**config.mk**
```make
export PLATFORM = sky130hd
export DESIGN_NAME = iqd_fifo
export DESIGN_NICKNAME = d
export VERILOG_FILES = /design/src/hdl/iqd_pkg.sv /design/src/hdl/iqd_fifo.sv
export SDC_FILE = /design/constraint.sdc
export NUM_CORES = 1
export LEC_CHECK = 0
export BUFFER_PORTS_ARGS = -buffer_cell sky130_fd_sc_hd__buf_2
export CAP_MARGIN = 20
export CORE_UTILIZATION = 60
export CTS_BUF_LIST = sky130_fd_sc_hd__clkbuf_16
export DETAILED_ROUTE_END_ITERATION = 6
export GPL_TIMING_DRIVEN = 0
export PLACE_DENSITY = 0.83
export SLEW_MARGIN = 40
export SYNTH_ARGS = -nofsm -noshare
export SYNTH_HDL_FRONTEND = slang
export SYNTH_SLANG_ARGS = --single-unit
```
**constraint.sdc**
```tcl
create_clock -name clk -period 5.98 [get_ports clk]
set_input_delay 0.299 -clock clk [delete_from_list [all_inputs] [get_ports clk]]
set_output_delay 0.299 -clock clk [all_outputs]
set_load 0.05 [all_outputs]
```
**src/hdl/iqd_pkg.sv**
```systemverilog
// ----------------------------------------------------------------------------
// iqd_pkg: shared types for the block-quantized int8 x uint4 dot product
// Holds the channel payload types, the front-to-back job type and the
// nibble constants.
// ----------------------------------------------------------------------------
`default_nettype none

package iqd_pkg;

  localparam logic [7:0] NIB_MASK  = 8'h0f;
  localparam int         NIB_SHIFT = 4;

  // Widest block sums, reached at the largest block size of 256.
  localparam int PS_MAX_W = 20;
  localparam int AS_MAX_W = 17;

  typedef struct packed {
    logic signed [7:0]  act_low;
    logic signed [7:0]  act_high;
    logic        [7:0]  weight_byte;
    logic signed [23:0] scale_a;
    logic signed [23:0] scale_b;
    logic signed [23:0] min_b;
    logic               last_of_dot;
  } in_t;

  typedef struct packed {
    logic signed [63:0] dot_value;
    logic               saturated;
  } out_t;

  typedef struct packed {
    logic signed [PS_MAX_W-1:0] prod_sum;
    logic signed [AS_MAX_W-1:0] act_sum;
    logic signed [23:0]         scale_a;
    logic signed [23:0]         scale_b;
    logic signed [23:0]         min_b;
    logic                       last;
  } job_t;

  typedef struct packed {
    logic push;
  } q_ctl_t;

endpackage

`default_nettype wire

```
**src/hdl/iqd_fifo.sv**
```systemverilog
// ----------------------------------------------------------------------------
// iqd_fifo: job queue between front and back
// A small register queue of closed blocks waiting to be scaled.
// ----------------------------------------------------------------------------
`default_nettype none

module iqd_fifo #(
  parameter int DEPTH = 4
) (
  input  wire              clk,
  input  wire              rst_n,
  input  iqd_pkg::q_ctl_t  wr_ctl,
  input  iqd_pkg::job_t    wr_job,
  output logic             q_full,
  input  wire              rd_pop,
  output logic             rd_empty,
  output iqd_pkg::job_t    rd_job
);
  import iqd_pkg::*;

  localparam int PTR_W = (DEPTH > 1) ? $clog2(DEPTH) : 1;
  localparam int CNT_W = $clog2(DEPTH + 1);

  job_t             mem_r [DEPTH];
  logic [PTR_W-1:0] wr_ptr_r, wr_ptr_nxt;
  logic [PTR_W-1:0] rd_ptr_r, rd_ptr_nxt;
  logic [CNT_W-1:0] count_r, count_nxt;
  logic             do_push, do_pop;

  assign q_full   = (count_r == CNT_W'(DEPTH));
  assign rd_empty = (count_r == '0);
  assign rd_job   = mem_r[rd_ptr_r];
  assign do_push  = wr_ctl.push && !q_full;
  assign do_pop   = rd_pop && !rd_empty;

  always_comb begin
    wr_ptr_nxt = wr_ptr_r;
    rd_ptr_nxt = rd_ptr_r;
    count_nxt  = count_r;
    if (do_push) begin
      wr_ptr_nxt = (wr_ptr_r == PTR_W'(DEPTH - 1)) ? '0 : wr_ptr_r + 1'b1;
    end
    if (do_pop) begin
      rd_ptr_nxt = (rd_ptr_r == PTR_W'(DEPTH - 1)) ? '0 : rd_ptr_r + 1'b1;
    end
    if (do_push && !do_pop) begin
      count_nxt = count_r + 1'b1;
    end else if (do_pop && !do_push) begin
      count_nxt = count_r - 1'b1;
    end
  end

  always_ff @(posedge clk) begin
    if (!rst_n) begin
      wr_ptr_r <= '0;
      rd_ptr_r <= '0;
      count_r  <= '0;
    end else begin
      wr_ptr_r <= wr_ptr_nxt;
      rd_ptr_r <= rd_ptr_nxt;
      count_r  <= count_nxt;
    end
  end

  always_ff @(posedge clk) begin
    if (do_push) begin
      mem_r[wr_ptr_r] <= wr_job;
    end
  end

endmodule

`default_nettype wire

```
==> results of run 1 <==
per-stage QoR:
| stage | cell area (µm²) | worst slack [ns] | hold WS (ns) |
|---|---|---|---|
| 6_report | 20600 | 3.16 | 0.0129 |
| 4_1_cts | 20600 | 3.17 | 0.00167 |
| 3_5_place_dp | 18200 | 3.61 | 0.497 |
| 3_3_place_gp | 17900 | 0.217 | 0.487 |
| 5_1_grt | 20600 | 3.07 | 0.00266 |
| 2_1_floorplan | 16400 | 1.95 | 0.398 |
worst register-to-register path: cells and delay by family, from the launching register on:
kind,cells,cell delay [ns]
xor gates and xnor gates,1,0.18
AOI/OAI and AO/OA,2,0.73
and+or+nand+nor,1,0.31
adders and majority gates,2,0.69
DFF,1,0.38
buffers and inverters,1,0.07
path summary, 6_finish.rpt:
check / to / depth (start not counted) / startpoint / slack (ns)
setup / recovery: rd_job[33] / 4 / register / 3.16
hold reg to reg: wr_ptr_r[1] / 2 / wr_ptr_r[1] / 0.51
hold / removal: mem_r[2][71] / 1 / wr_job[71] / 0.01
setup reg to reg: count_r[2] / 7 / count_r[0] / 3.53
registers in the layout (all words and copies together), names as in the netlist, named ones only:
signal / cells
mem_r: 440
count_r: 3
wr_ptr_r: 2
rd_ptr_r: 2
cells in the mapped netlist:
library cell	count
nor3b_1	1
fa_1	1
xnor2_1	1
nand2_1	6
mux4_2	110
nor2_1	2
dfxtp_1	9
clkbuf_1	3
o21ai_0	3
mux2i_1	3
buf_2	12
edfxtp_1	440
nand3_1	2
or3_1	1
and2_1	5
inv_1	3
nor2b_1	2
a21boi_0	1
xor2_1	1
o31ai_1	1
buf_6	11
ha_1	6
nor3_1	1
placed cells by master (no fill, tap or decap), types with 7 or more instances in the layout:
master         netlist  layout
dlygate4sd3_1        0     106
dfxtp_1              9       9
clkinv_1             0       7
buf_2               12     237
buf_12               0      12
buf_6               11      11
edfxtp_1           440     440
mux4_2             110     110
inv_1                3      16
clkbuf_16            0      45
final cells by class:
class	count	area, µm²	area share (%)
multi-input cells	147	2760	13.4
clock inverters	29	226	1.10
plain buffers	26	195	0.948
inverters	3	11.3	0.0547
diodes	1	2.50	0.0121
clock buffers	45	1130	5.47
flip-flops and latches	449	13400	65.0
well taps	341	427	2.07
repair buffers	344	2450	11.9
report_power, final:
group | leakage, µW | switching, µW | total (µW) | internal [µW]
clock | 0.000707 | 1070 | 2600 | 1520
combinational | 0.00229 | 2080 | 3040 | 965
sequential | 0.00411 | 95.0 | 3920 | 3830
total | 0.00711 | 3240 | 9560 | 6320
logic make-up after synthesis:
group / after synthesis / synth area share (%)
flops: 449 / 81.9
fa+ha+maj: 7 / 0.582
buf+inv: 29 / 1.26
compound gates: 5 / 0.184
mux: 113 / 15.3
simple gates: 20 / 0.627
xor+xnor: 2 / 0.107
per-layer routing:
layer	vias to the layer above	GRT usage [%]	wire length, µm
li1	3473	-	-
met2	320	42.8	17600
met5	-	0	0
met3	65	4.66	2170
met4	0	7.53	948
met1	4120	30.5	12300
what timing repair did:
| item | 4_1_cts | 5_1_grt |
|---|---|---|
| hold buffers | 106 | 0 |
| hold endpoints to repair | 419 | 0 |
| gates resized for setup | 0 | 0 |
==> metrics, run 1 <==
Total Routing Usage GR=24.2%; cell leakage power=0.00711 µW; CTS max path bufs=3; clock sink count=449; clock transition at the registers of the reported paths=0.06 ns; CP top delay family=buffers and inverters; most used cell, CP=buf_2; Crit. End Element=output pin; initial antenna violation count=1; die height=167 µm; setup TNS=0 ns; post-DP HPWL=18500 µm; FF+latch count, synth=449; clk_lat worst skew=0.53 ns; pwr dens=about 460 nW/µm²; CP max FO=10; final hold violation count=0; # port buffers=roughly 230; Finished Layout Cells=roughly 1400; vias per cell=5.76; Ports=about 230; Worst Setup Path Type=register to output pin; Routed Antenna Nets=0; Avg Inst Size Synth=26.2 µm²; WP data arrival=2.52 ns; Post-Syn Area=16400 µm²; CTS tree=built; fin crit share=around 47%; Area Overhead vs Synth=26.0%; Final #Nets=1135; Critical Path RT=5.68 ns; CTS buffer count=between 40 and 50; # DRC=0; DR iter-0 viols=734; Slew @ Worst Pin=0.768 ns; routed length per placed instance=23.8 µm; Net Count, Synth=~750; CP Buf/Inv Count=3; fillers=approximately 1400; postcts setup bufs=0; starting density of the core=between 60 and 70%; H-tree depth=2; crit path max-delay cell type=clkbuf_1; Syn. warnings=0; run status=completed; CP max stage delay=0.59 ns; area of the core=26900 µm²; vias=about 8000; fin. max-slew vios=0; Cell Count Post-Placement=1204; cell count after synthesis=625; largest net degree at the start of global routing=36; Fmax=between 0.3 and 0.4 GHz; sequential share of the synthesized area=between 80 and 90%; VDD IR-drop max=0.394 mV; clk_skew=0.00966 ns; grt total ovfl=0; worst path cell trace=clkbuf_1 -> buf_2 -> mux4_2 -> buf_2; Design Power=9560 µW; vias in the first global route=~8600; TritonRoute pass-1 iters=4; Yosys top cell area share=between 80 and 90%; Hold Crit Class=input port to register; leading area contributor after synthesis=edfxtp_1; Die Width=167 µm; first-pass GRT wire length=49600 µm; Max-Slew Margin vs Limit=about half; Final Setup Violations=0; RSZ-0062 raised after global routing=false; crit path time final=2.82 ns; Netlist cell types=23; routability cong.=0.702; Worst setup SP type=register; fin util=about three quarters; Die ar.=27900 µm²; ratio of cells with drive above 1 in the final layout=41.1%; final WL=33000 µm; CTS Root Cell=clkbuf_16; max cap viols=0; synth top area cells=edfxtp_1 (81%), mux4_2 (15%), dfxtp_1 (1.1%), buf_6 (0.76%), ha_1 (0.46%); Rows=60
Power figures use the tool's default switching activity.
==> run 2, diff against run 1 <==
--- a/config.mk
+++ b/config.mk
@@ -7,11 +7,11 @@
 export LEC_CHECK = 0
 export BUFFER_PORTS_ARGS = -buffer_cell sky130_fd_sc_hd__buf_2
 export CAP_MARGIN = 20
-export CORE_UTILIZATION = 60
+export CORE_UTILIZATION = 57
 export CTS_BUF_LIST = sky130_fd_sc_hd__clkbuf_16
 export DETAILED_ROUTE_END_ITERATION = 6
 export GPL_TIMING_DRIVEN = 0
-export PLACE_DENSITY = 0.83
+export PLACE_DENSITY = 0.79
 export SLEW_MARGIN = 40
 export SYNTH_ARGS = -nofsm -noshare
 export SYNTH_HDL_FRONTEND = slang
==> constraint.sdc (replaced) <==
create_clock -name clk -period 2.9 [get_ports clk]
set_input_delay 0.145 -clock clk [delete_from_list [all_inputs] [get_ports clk]]
set_output_delay 0.145 -clock clk [all_outputs]
set_load 0.05 [all_outputs]
==> metrics, run 2 (synthesis gave the netlist of run 1 again) <==
Slew @ Worst Pin=0.722 ns; Hold Crit Class=input port to register; Cell Count Post-Placement=1242; worst hold slack=0.0706 ns; CTS tree=built; routed length per placed instance=22.1 µm; Net Switching=6610 µW; # DRC=0; vias in the first global route=between 8000 and 9000; most common cell after layout, fill and taps aside=edfxtp_1; Clock Power Share=26.1%; Top Registers=mem_r x440, count_r x3; sequential share of power=41.7%; Setup WS post-layout=0.340 ns; Area Overhead vs Synth=26.3%; fin crit share=88.3%; hold_buf cts=111; Gate power share=about a third; antenna diode count=0; Top reg by flops=mem_r; vias=just under 8000; final WL=31600 µm; post-DP HPWL=18500 µm; CTS buffer count=44; Pint=12700 µW; clock transition at the registers of the reported paths=0.06 ns; postcts setup bufs=0; max reg flops=440; starting density of the core=58.4%; WP data arrival=2.42 ns; Rows=a little over 60; Worst Setup Path Type=register to output pin; die height=171 µm; vias per cell=5.51; Final #Nets=1142; CP max FO=10; Die ar.=about 29000 µm²; clk_skew=about 0.015 ns; Crit. End Element=output pin; ratio of cells with drive above 1 in the final layout=between 40% and 50%; Fmax=0.391 GHz; fin. max-slew vios=0; largest net degree at the start of global routing=36; Max-Slew Margin vs Limit=51.9%; Finished Layout Cells=1430; DR iter-0 viols=620; Critical Path RT=2.76 ns; routability cong.=0.693; final hold violation count=0; CTS resizes=0; cell leakage power=0.00710 µW; Routed Antenna Nets=0; TritonRoute pass-1 iters=5; area of the core=28000 µm²; Die Width=171 µm; CTS Root Cell=clkbuf_16; run status=completed; H-tree depth=2; Place WS=0.572 ns; Sw Share=34.1%; Total Routing Usage GR=between 20% and 30%; clk_lat worst skew=0.54 ns; Ports=approximately 230; max cap viols=0; crit path time final=2.56 ns; clock sink count=about 450; Design Power=19400 µW; first-pass GRT wire length=47100 µm; pwr dens=937 nW/µm²; Worst setup SP type=register; fin util=roughly 74%; # port buffers=~230; Final Setup Violations=0; CTS max path bufs=3; VDD IR-drop max=between 0.6 and 0.7 mV; RSZ-0062 raised after global routing=false; initial antenna violation count=0; grt total ovfl=0; commonest non-fill, non-tap cells in the layout=edfxtp_1 (440), buf_2 (237), dlygate4sd3_1 (111)
[run 2: changes by cell type in the layout (fill, tap and decap cells not counted), sizes merged]
cell / delta
buf: +1
bufinv: -3
clkbuf: -1
clkinv: +8
diode: -1
dlygate4sd3: +5
inv: -1
[run 2: per-layer routing]
layer | wire [µm] | global-route usage, % | share of wire (%)
met5 | 0 | 0 | 0
met4 | 609 | 5.98 | 1.9
met3 | 1920 | 4.86 | 6.1
met2 | 16800 | 38.0 | 53
met1 | 12300 | 27.9 | 39
[run 2: stage by stage]
stage               setup TNS [ns]  area (µm²)
floorplan                        0       16400
global placement           -320.52       18000
detailed placement               0       18300
CTS                              0       20600
global route                     0       20600
finish                           0       20600
[run 2: power by group through the flow]
stage	registers, µW	clock network (µW)	logic [µW]
finish	8080	5050	6230
global placement	8230	0	5950
CTS	8080	5150	6300
detailed placement	8200	0	6150
global route	8120	5380	6550
floorplan	8170	0	4690
[run 2: final cells by class]
type | instances | area (µm²)
clock inverters | 33 | 184
flip-flops and latches | 449 | 13400
clock buffers | 44 | 1100
repair buffers | 350 | 2520
fillers | 1537 | 7360
plain buffers | 26 | 195
inverters | 3 | 11.3
multi-input cells | 147 | 2770
well taps | 378 | 473
[run 2: worst max-delay path: stages (launching register included)]
cell and delay (ns):
dfxtp_1 0.32, clkbuf_1 0.55, buf_2 0.42, mux4_2 0.36, buf_2 0.23
[run 2: worst paths after layout]
kind / slack [ns] / startpoint / cells after the start / end
max reg2reg: 0.56 / count_r[0] / 7 / count_r[2]
max: 0.34 / register / 4 / rd_job[3]
min reg2reg: 0.50 / wr_ptr_r[1] / 2 / wr_ptr_r[1]
min: 0.07 / rd_pop / 3 / rd_ptr_r[0]
