`src/hdl/iqd_pkg.sv`:
```
// ----------------------------------------------------------------------------
// iqd_pkg: shared types for the block-quantized int8 x uint4 dot product
// Holds the channel payload types, the front-to-back job type and the
// nibble constants.
// ----------------------------------------------------------------------------
`default_nettype none

package iqd_pkg;

  localparam logic [7:0] NIB_MASK  = 8'h0f;
  localparam int         NIB_SHIFT = 4;

  // Widest block sums, reached at the largest block size of 256.
  localparam int PS_MAX_W = 20;
  localparam int AS_MAX_W = 17;

  typedef struct packed {
    logic signed [7:0]  act_low;
    logic signed [7:0]  act_high;
    logic        [7:0]  weight_byte;
    logic signed [23:0] scale_a;
    logic signed [23:0] scale_b;
    logic signed [23:0] min_b;
    logic               last_of_dot;
  } in_t;

  typedef struct packed {
    logic signed [63:0] dot_value;
    logic               saturated;
  } out_t;

  typedef struct packed {
    logic signed [PS_MAX_W-1:0] prod_sum;
    logic signed [AS_MAX_W-1:0] act_sum;
    logic signed [23:0]         scale_a;
    logic signed [23:0]         scale_b;
    logic signed [23:0]         min_b;
    logic                       last;
  } job_t;

  typedef struct packed {
    logic push;
  } q_ctl_t;

endpackage

`default_nettype wire

```
`src/hdl/iqd_front.sv`:
```
// ----------------------------------------------------------------------------
// iqd_front: per-item multiply-accumulate
// Accepts items, keeps the integer product and activation sums of the open
// block and queues a job when the block closes.
// ----------------------------------------------------------------------------
`default_nettype none

module iqd_front #(
  parameter int BLOCK_SIZE = 32
) (
  input  wire              clk,
  input  wire              rst_n,
  input  wire              in_valid,
  output logic             in_stall,
  input  iqd_pkg::in_t     in_data,
  input  wire              q_full,
  output iqd_pkg::q_ctl_t  q_ctl,
  output iqd_pkg::job_t    q_job
);
  import iqd_pkg::*;

  localparam int HALF  = BLOCK_SIZE / 2;
  localparam int PS_W  = $clog2(HALF * 3840 + 1) + 1;
  localparam int AS_W  = $clog2(HALF * 256 + 1) + 1;
  localparam int CNT_W = (HALF > 1) ? $clog2(HALF) : 1;

  logic signed [PS_W-1:0]  ps_r, ps_nxt, ps_sum;
  logic signed [AS_W-1:0]  as_r, as_nxt, as_sum;
  logic        [CNT_W-1:0] cnt_r, cnt_nxt;
  logic signed [12:0]      prod_lo, prod_hi;
  logic signed [13:0]      prod_item;
  logic signed [8:0]       act_item;
  logic        [3:0]       nib_lo, nib_hi;
  logic                    accept, close;

  assign in_stall = q_full;
  assign accept   = in_valid && !in_stall;

  always_comb begin
    nib_lo    = 4'(in_data.weight_byte & NIB_MASK);
    nib_hi    = 4'((in_data.weight_byte >> NIB_SHIFT) & NIB_MASK);
    prod_lo   = in_data.act_low * $signed({1'b0, nib_lo});
    prod_hi   = in_data.act_high * $signed({1'b0, nib_hi});
    prod_item = 14'(prod_lo) + 14'(prod_hi);
    act_item  = 9'(in_data.act_low) + 9'(in_data.act_high);
    ps_sum    = ps_r + PS_W'(prod_item);
    as_sum    = as_r + AS_W'(act_item);
    close     = (cnt_r == CNT_W'(HALF - 1)) || in_data.last_of_dot;

    ps_nxt  = ps_r;
    as_nxt  = as_r;
    cnt_nxt = cnt_r;
    if (accept) begin
      if (close) begin
        ps_nxt  = '0;
        as_nxt  = '0;
        cnt_nxt = '0;
      end else begin
        ps_nxt  = ps_sum;
        as_nxt  = as_sum;
        cnt_nxt = cnt_r + 1'b1;
      end
    end

    q_ctl.push     = accept && close;
    q_job.prod_sum = PS_MAX_W'(ps_sum);
    q_job.act_sum  = AS_MAX_W'(as_sum);
    q_job.scale_a  = in_data.scale_a;
    q_job.scale_b  = in_data.scale_b;
    q_job.min_b    = in_data.min_b;
    q_job.last     = in_data.last_of_dot;
  end

  always_ff @(posedge clk) begin
    if (!rst_n) begin
      ps_r  <= '0;
      as_r  <= '0;
      cnt_r <= '0;
    end else begin
      ps_r  <= ps_nxt;
      as_r  <= as_nxt;
      cnt_r <= cnt_nxt;
    end
  end

endmodule

`default_nettype wire

```
`config.mk`:
```
export PLATFORM = sky130hd
export DESIGN_NAME = iqd_front
export DESIGN_NICKNAME = d
export VERILOG_FILES = /design/src/hdl/iqd_pkg.sv /design/src/hdl/iqd_front.sv
export SDC_FILE = /design/constraint.sdc
export NUM_CORES = 1
export LEC_CHECK = 0
export BUFFER_PORTS_ARGS = -buffer_cell sky130_fd_sc_hd__buf_2
export CORE_MARGIN = 1
export CORE_UTILIZATION = 48
export CTS_BUF_LIST = sky130_fd_sc_hd__clkbuf_4 sky130_fd_sc_hd__clkbuf_8
export DETAILED_ROUTE_END_ITERATION = 10
export HOLD_SLACK_MARGIN = 0.15
export PLACE_DENSITY = 0.77
export SYNTH_ARGS = -nofsm -noshare
export SYNTH_HDL_FRONTEND = slang
export SYNTH_SLANG_ARGS = --single-unit
```
`constraint.sdc`:
```
create_clock -name clk -period 6.81 [get_ports clk]
set_input_delay 0.3405 -clock clk [delete_from_list [all_inputs] [get_ports clk]]
set_output_delay 0.3405 -clock clk [all_outputs]
set_load 0.02 [all_outputs]
```
==> results.cfg, run 1 <==
[synth]
postSynthCellCount = 728
netlist_area_um2 = 6350
async_flop_share_pct = 0
synth_nets = 979
synth_top_cell_by_area = fa_1
synthMostInstantiatedCell = inv_1
seq_area_frac_synth_pct = 11.0
synth_warnings = 0
synth_edf_count = 0
syn-mean-instance-area_um2 = 8.72
synth-seq-cells = 35
synth.top_cells.by_count = 144 x inv_1, 91 x fa_1, 80 x buf_4, 59 x ha_1, 51 x nand2_1
synthTopCellsByArea = fa_1 29%, ha_1 12%, dfxtp_1 11%
synth_top_area_share_pct = 28.7
synthFlopType = dfxtp_1
ys_types = 52

[worst_setup_path]
arrival_ns = 5.55
path_class = primary input to output pin
critPathMaxFanout = 11
start_kind = primary input
endpoint_kind = output pin
required_ns = 6.47

[floorplanning]
die-area_um2 = 13700
boundaryPins = 213
coreArea_um2 = 12800
die_y_um = 117
dieWidth_um = 117
start_util_pct = 49.7
rows = 41

[global_route]
grt_pass1_wl_mm = 21.5
grt_pass1_vias = 4402
grt-ovfl-total = 0
antenna_found_initial = 0
gr-usage-all-layers_pct = 20.3
grt_start_max_net_pins = 32

[drt]
viasPerCell = 5.10
wl_per_cell_um = 14.4
vias = 4497
ant_nets = 0
drc = 0
first_pass_iters = 5
drtIter0Drc = 196
wirelength_mm = 12.7

[clock_tree]
cts_tree = done
cts_buffer_depth = 2
ctsResizeCount = 0
clock_latency_ns = 0.29
cts.clk_slew.worst_paths_ns = 0.07
cts_hold_buf = 0
cts.sinks = 35
htreeDepth = 2
cts_buffers = 5
cts-root-buf = clkbuf_8
post_cts_buffers = 0

[layout]
nNetsFinal = 960
utilization_pct = 49.6
areaGrowthSynthToFinish_pct = -0.217
fin_area_um2 = 6340
diodes = 0
drive_gt1_share_pct = 12.3

[timing]
fin_skew_ns = 0.0103
maxSlewHeadroom_pct = 65.2
fin_crit_sh_pct = 86.5
fmax_mhz = 170
setup_viol = 0
finalHoldViolCount = 0
finalMaxSlewViolations = 0
final.setup.tns_ns = 0
setup_ws_ns = 0.921
worstMarginPinSlew_ns = 0.523
period_minus_slack_ns = 5.89
rsz0062_at_grt = no

[hold_path]
hold_class = primary input to register

[placement]
dp_hpwl_mm = 10.7
io_buffers = 68
postPlaceCellArea_um2 = 6250
gp_congestion = 0.897
post-place-ws_ns = 0.907

[status]
status = complete, no violations

[flow_run]
max_cap_violations = 0
==> routing by layer <==
layer / track usage (%) / wire length (µm) / up-vias
met1: 27.3 / 5650 / 2188
met4: 2.62 / 78 / 0
met2: 35.8 / 6410 / 140
met3: 2.83 / 598 / 6
met5: 0 / 0 / -
li1: - / - / 2163
==> sequential cells by signal, summed over array words and instances (netlist names) <==
register  flops
ps_r         17
cnt_r         4
as_r         14
==> metrics by stage <==
step | std cells | hold WS, ns
after floorplan | 728 | 0.442
after global routing | 882 | 0.443
after global placement | 874 | 0.459
final | 882 | 0.423
after CTS | 882 | 0.422
after detailed placement | 874 | 0.462
==> layout make-up <==
cell class | instances | area (µm²)
inverter | 144 | 541
clock buffer | 7 | 83.8
tap | 172 | 215
clock inverter | 1 | 5.00
fill | 1207 | 6440
timing repair buffer | 70 | 355
multi-input combinational | 453 | 4440
sequential | 35 | 701
==> cells in the final DEF (no fill, tap or decap), types with 5 or more instances in the layout <==
| cell | count |
|---|---|
| a22oi_1 | 14 |
| xor2_1 | 7 |
| nand3_1 | 9 |
| fa_1 | 91 |
| clkbuf_8 | 5 |
| a22o_1 | 8 |
| mux2i_1 | 6 |
| a21o_1 | 7 |
| o21ai_0 | 25 |
| inv_1 | 144 |
| ha_1 | 59 |
| dfxtp_1 | 35 |
| nor2_1 | 17 |
| nor2b_1 | 24 |
| xnor2_1 | 18 |
| a21oi_1 | 23 |
| buf_2 | 68 |
| nand2_1 | 51 |
| and2_1 | 47 |
==> critical path, stage by stage <==
cell and delay, ns:
buf_2 0.29, nand2_1 0.22, fa_1 0.63, fa_1 0.48, fa_1 0.67, inv_1 0.10, fa_1 0.48, inv_1 0.05
fa_1 0.52, inv_1 0.04, ha_1 0.38, and3_1 0.27, a221oi_2 0.22, a21boi_1 0.10, a311oi_2 0.29, xnor2_1 0.23
buf_2 0.23
==> path summary, 6_finish.rpt <==
kind | slack, ns | start | depth (start not counted) | end
worst max-delay path | 0.92 | in_data[96] | 17 | q_job[109]
worst min-delay path | 0.42 | in_data[0] | 3 | cnt_r[2]
worst max register to register | 2.91 | ps_r[4] | 14 | ps_r[16]
worst min register to register | 0.48 | ps_r[8] | 1 | ps_r[8]
==> cells by family after synthesis <==
kind of cell    after synthesis  synth area share [%]
simple gates                166                  13.7
flops                        35                  11.0
fa+ha+maj                   150                  40.3
buf+inv                     240                  19.1
xor+xnor                     25                  3.45
compound gates              105                  11.3
mux                           7                  1.12
Power of run 1 is not shown: default switching activity piles up to over one toggle a cycle in this logic, so the estimate is an artifact.
==> run 2: changes to the inputs <==
==> constraint.sdc (replaced) <==
create_clock -name clk -period 7.2 [get_ports clk]
set_input_delay 0.36 -clock clk [delete_from_list [all_inputs] [get_ports clk]]
set_output_delay 0.36 -clock clk [all_outputs]
set_load 0.01 [all_outputs]
==> results.cfg, run 2 (synthesis gave the netlist of run 1 again) <==
[global_route]
antenna_found_initial = 0
grt_pass1_vias = 4538
gr-usage-all-layers_pct = 20.4
grt-ovfl-total = 0
grt_pass1_wl_mm = 21.6
grt_start_max_net_pins = 32

[layout]
areaGrowthSynthToFinish_pct = 0.0197
top_regs = ps_r x17, as_r x14, cnt_r x4
final_cell_mix = 144 x inv_1, 91 x fa_1, 68 x buf_2
diodes = 0
final_common_cell = inv_1
largest_reg_flops = 17
regMostFlops = ps_r
drive_gt1_share_pct = 12.3
fillerInstances = 1205
utilization_pct = 49.7
nNetsFinal = 960

[floorplanning]
start_util_pct = 49.7
boundaryPins = 213
die-area_um2 = 13700
coreArea_um2 = 12800
die_y_um = 117
rows = 41
dieWidth_um = 117

[timing]
period_minus_slack_ns = 5.91
setup_viol = 0
hold-worst-slack_ns = 0.447
final.setup.tns_ns = 0
fmax_mhz = 169
fin_crit_sh_pct = 82.1
worstMarginPinSlew_ns = 0.514
maxSlewHeadroom_pct = 65.7
rsz0062_at_grt = no
fin_skew_ns = 0.00811
finalHoldViolCount = 0
finalMaxSlewViolations = 0

[worst_setup_path]
cp_slowest_stage_delay_ns = 0.68
cp_top_family = adder cells
timing.critical_path.buf_inv = 5
cp_cell_sequence = buf_2, nand2_1, fa_1, fa_1, fa_1, inv_1, fa_1, inv_1, fa_1, inv_1, ha_1, and3_1, a221oi_2, a21boi_1, a311oi_2, xnor2_1, buf_2
rr_endpoint = ps_r[16]
critPathMaxFanout = 11
endpoint_kind = output pin
path_class = primary input to output pin
required_ns = 6.84
start_kind = primary input
cpMostUsedCell = fa_1
rr_startpoint = ps_r[4]
slowest_stage = fa_1
rrSetupSlack_ns = 3.29
worstRegToRegCells = 14
arrival_ns = 5.55

[hold_path]
hold_start = in_data[0]
hold_class = primary input to register
holdPathEnd = cnt_r[2]
hold_depth = 3

[pwr]
fin_total_pwr_w = 0.00326
switchingPower_w = 0.00180
total_leakage_power_nw = 3.22
powerDensity_nw_per_um2 = 514
p_int_w = 0.00147
vdd_drop_max_v = 0.00117
pwr-share-clk_pct = 5.1
power_frac_comb_pct = 87.2
switching_share_pct = 55.0
p_seq_share_pct = 7.7

[drt]
drtIter0Drc = 284
viasPerCell = 5.18
wl_per_cell_um = 14.7
ant_nets = 0
first_pass_iters = 6
wirelength_mm = 12.9
vias = 4571
drc = 0

[clock_tree]
ctsResizeCount = 0
cts_buffers = 5
cts_tree = done
cts_hold_buf = 0
htreeDepth = 2
post_cts_buffers = 0
clock_latency_ns = 0.30
cts.clk_slew.worst_paths_ns = 0.08
cts-root-buf = clkbuf_8
cts.sinks = 35
cts_buffer_depth = 2

[status]
status = complete, no violations

[placement]
dp_hpwl_mm = 10.8
gp_congestion = 0.905
io_buffers = 68

[flow_run]
max_cap_violations = 0
## run 2: changes by cell type in the layout (fill, tap and decap cells not counted), sizes merged
cell and change:
clkinv -1, clkinvlp +1
## run 2: metrics by stage
stage          setup slack (ns)  cell area (µm²)  std cells
5_1_grt                   0.915             6350        882
6_report                   1.29             6350        882
2_1_floorplan              1.66             6350        728
3_5_place_dp               1.29             6250        874
4_1_cts                    1.26             6350        882
3_3_place_gp               1.38             6250        874
## run 2: worst max-delay path by stage
| stage | start | end | slack (ns) | cells past startpoint |
|---|---|---|---|---|
| global route | in_data[96] | q_job[109] | 0.91 | 17 |
| detailed placement | in_data[96] | q_job[109] | 1.29 | 17 |
| finish | in_data[96] | q_job[109] | 1.29 | 17 |
| CTS | in_data[96] | q_job[109] | 1.26 | 17 |
| floorplan | in_data[75] | q_job[107] | 1.66 | 18 |
| global placement | in_data[96] | q_job[106] | 1.38 | 17 |
## run 2: power groups by stage
stage / sequential [W] / combinational (W) / clock [W]
6_report: 0.000250 / 0.00285 / 0.000167
5_1_grt: 0.000254 / 0.00317 / 0.000180
4_1_cts: 0.000250 / 0.00283 / 0.000171
3_5_place_dp: 0.000255 / 0.00281 / 0
3_3_place_gp: 0.000254 / 0.00277 / 0
2_1_floorplan: 0.000248 / 0.00218 / 0
## run 2: cell type report
cell class | count | area [µm²] | share of cell area, %
Multi-Input combinational cell | 453 | 4440 | 69.8
Sequential cell | 35 | 701 | 11.0
Inverter | 144 | 541 | 8.51
Timing Repair Buffer | 70 | 355 | 5.59
Tap cell | 172 | 215 | 3.39
Clock buffer | 7 | 96.3 | 1.52
Clock inverter | 1 | 7.51 | 0.118
## run 2: worst register-to-register path: cells and delay by family, from the launching register on
kind	cells	cell delay [ns]
XOR/XNOR	1	0.16
buffers and inverters	4	0.22
flip-flops	1	0.33
AO/OA/AOI/OAI	4	1.08
AND/OR/NAND/NOR	1	0.15
adder cells (fa/ha/maj)	4	1.86
## run 2: metal layers
metal | up-vias | GRT usage (%) | wire length, µm
met5 | - | 0 | 0
met4 | 0 | 4.30 | 163
met3 | 17 | 3.50 | 622
met2 | 134 | 35.7 | 6370
met1 | 2255 | 26.6 | 5770
li1 | 2165 | - | -
(Power assumes the default switching activity.)
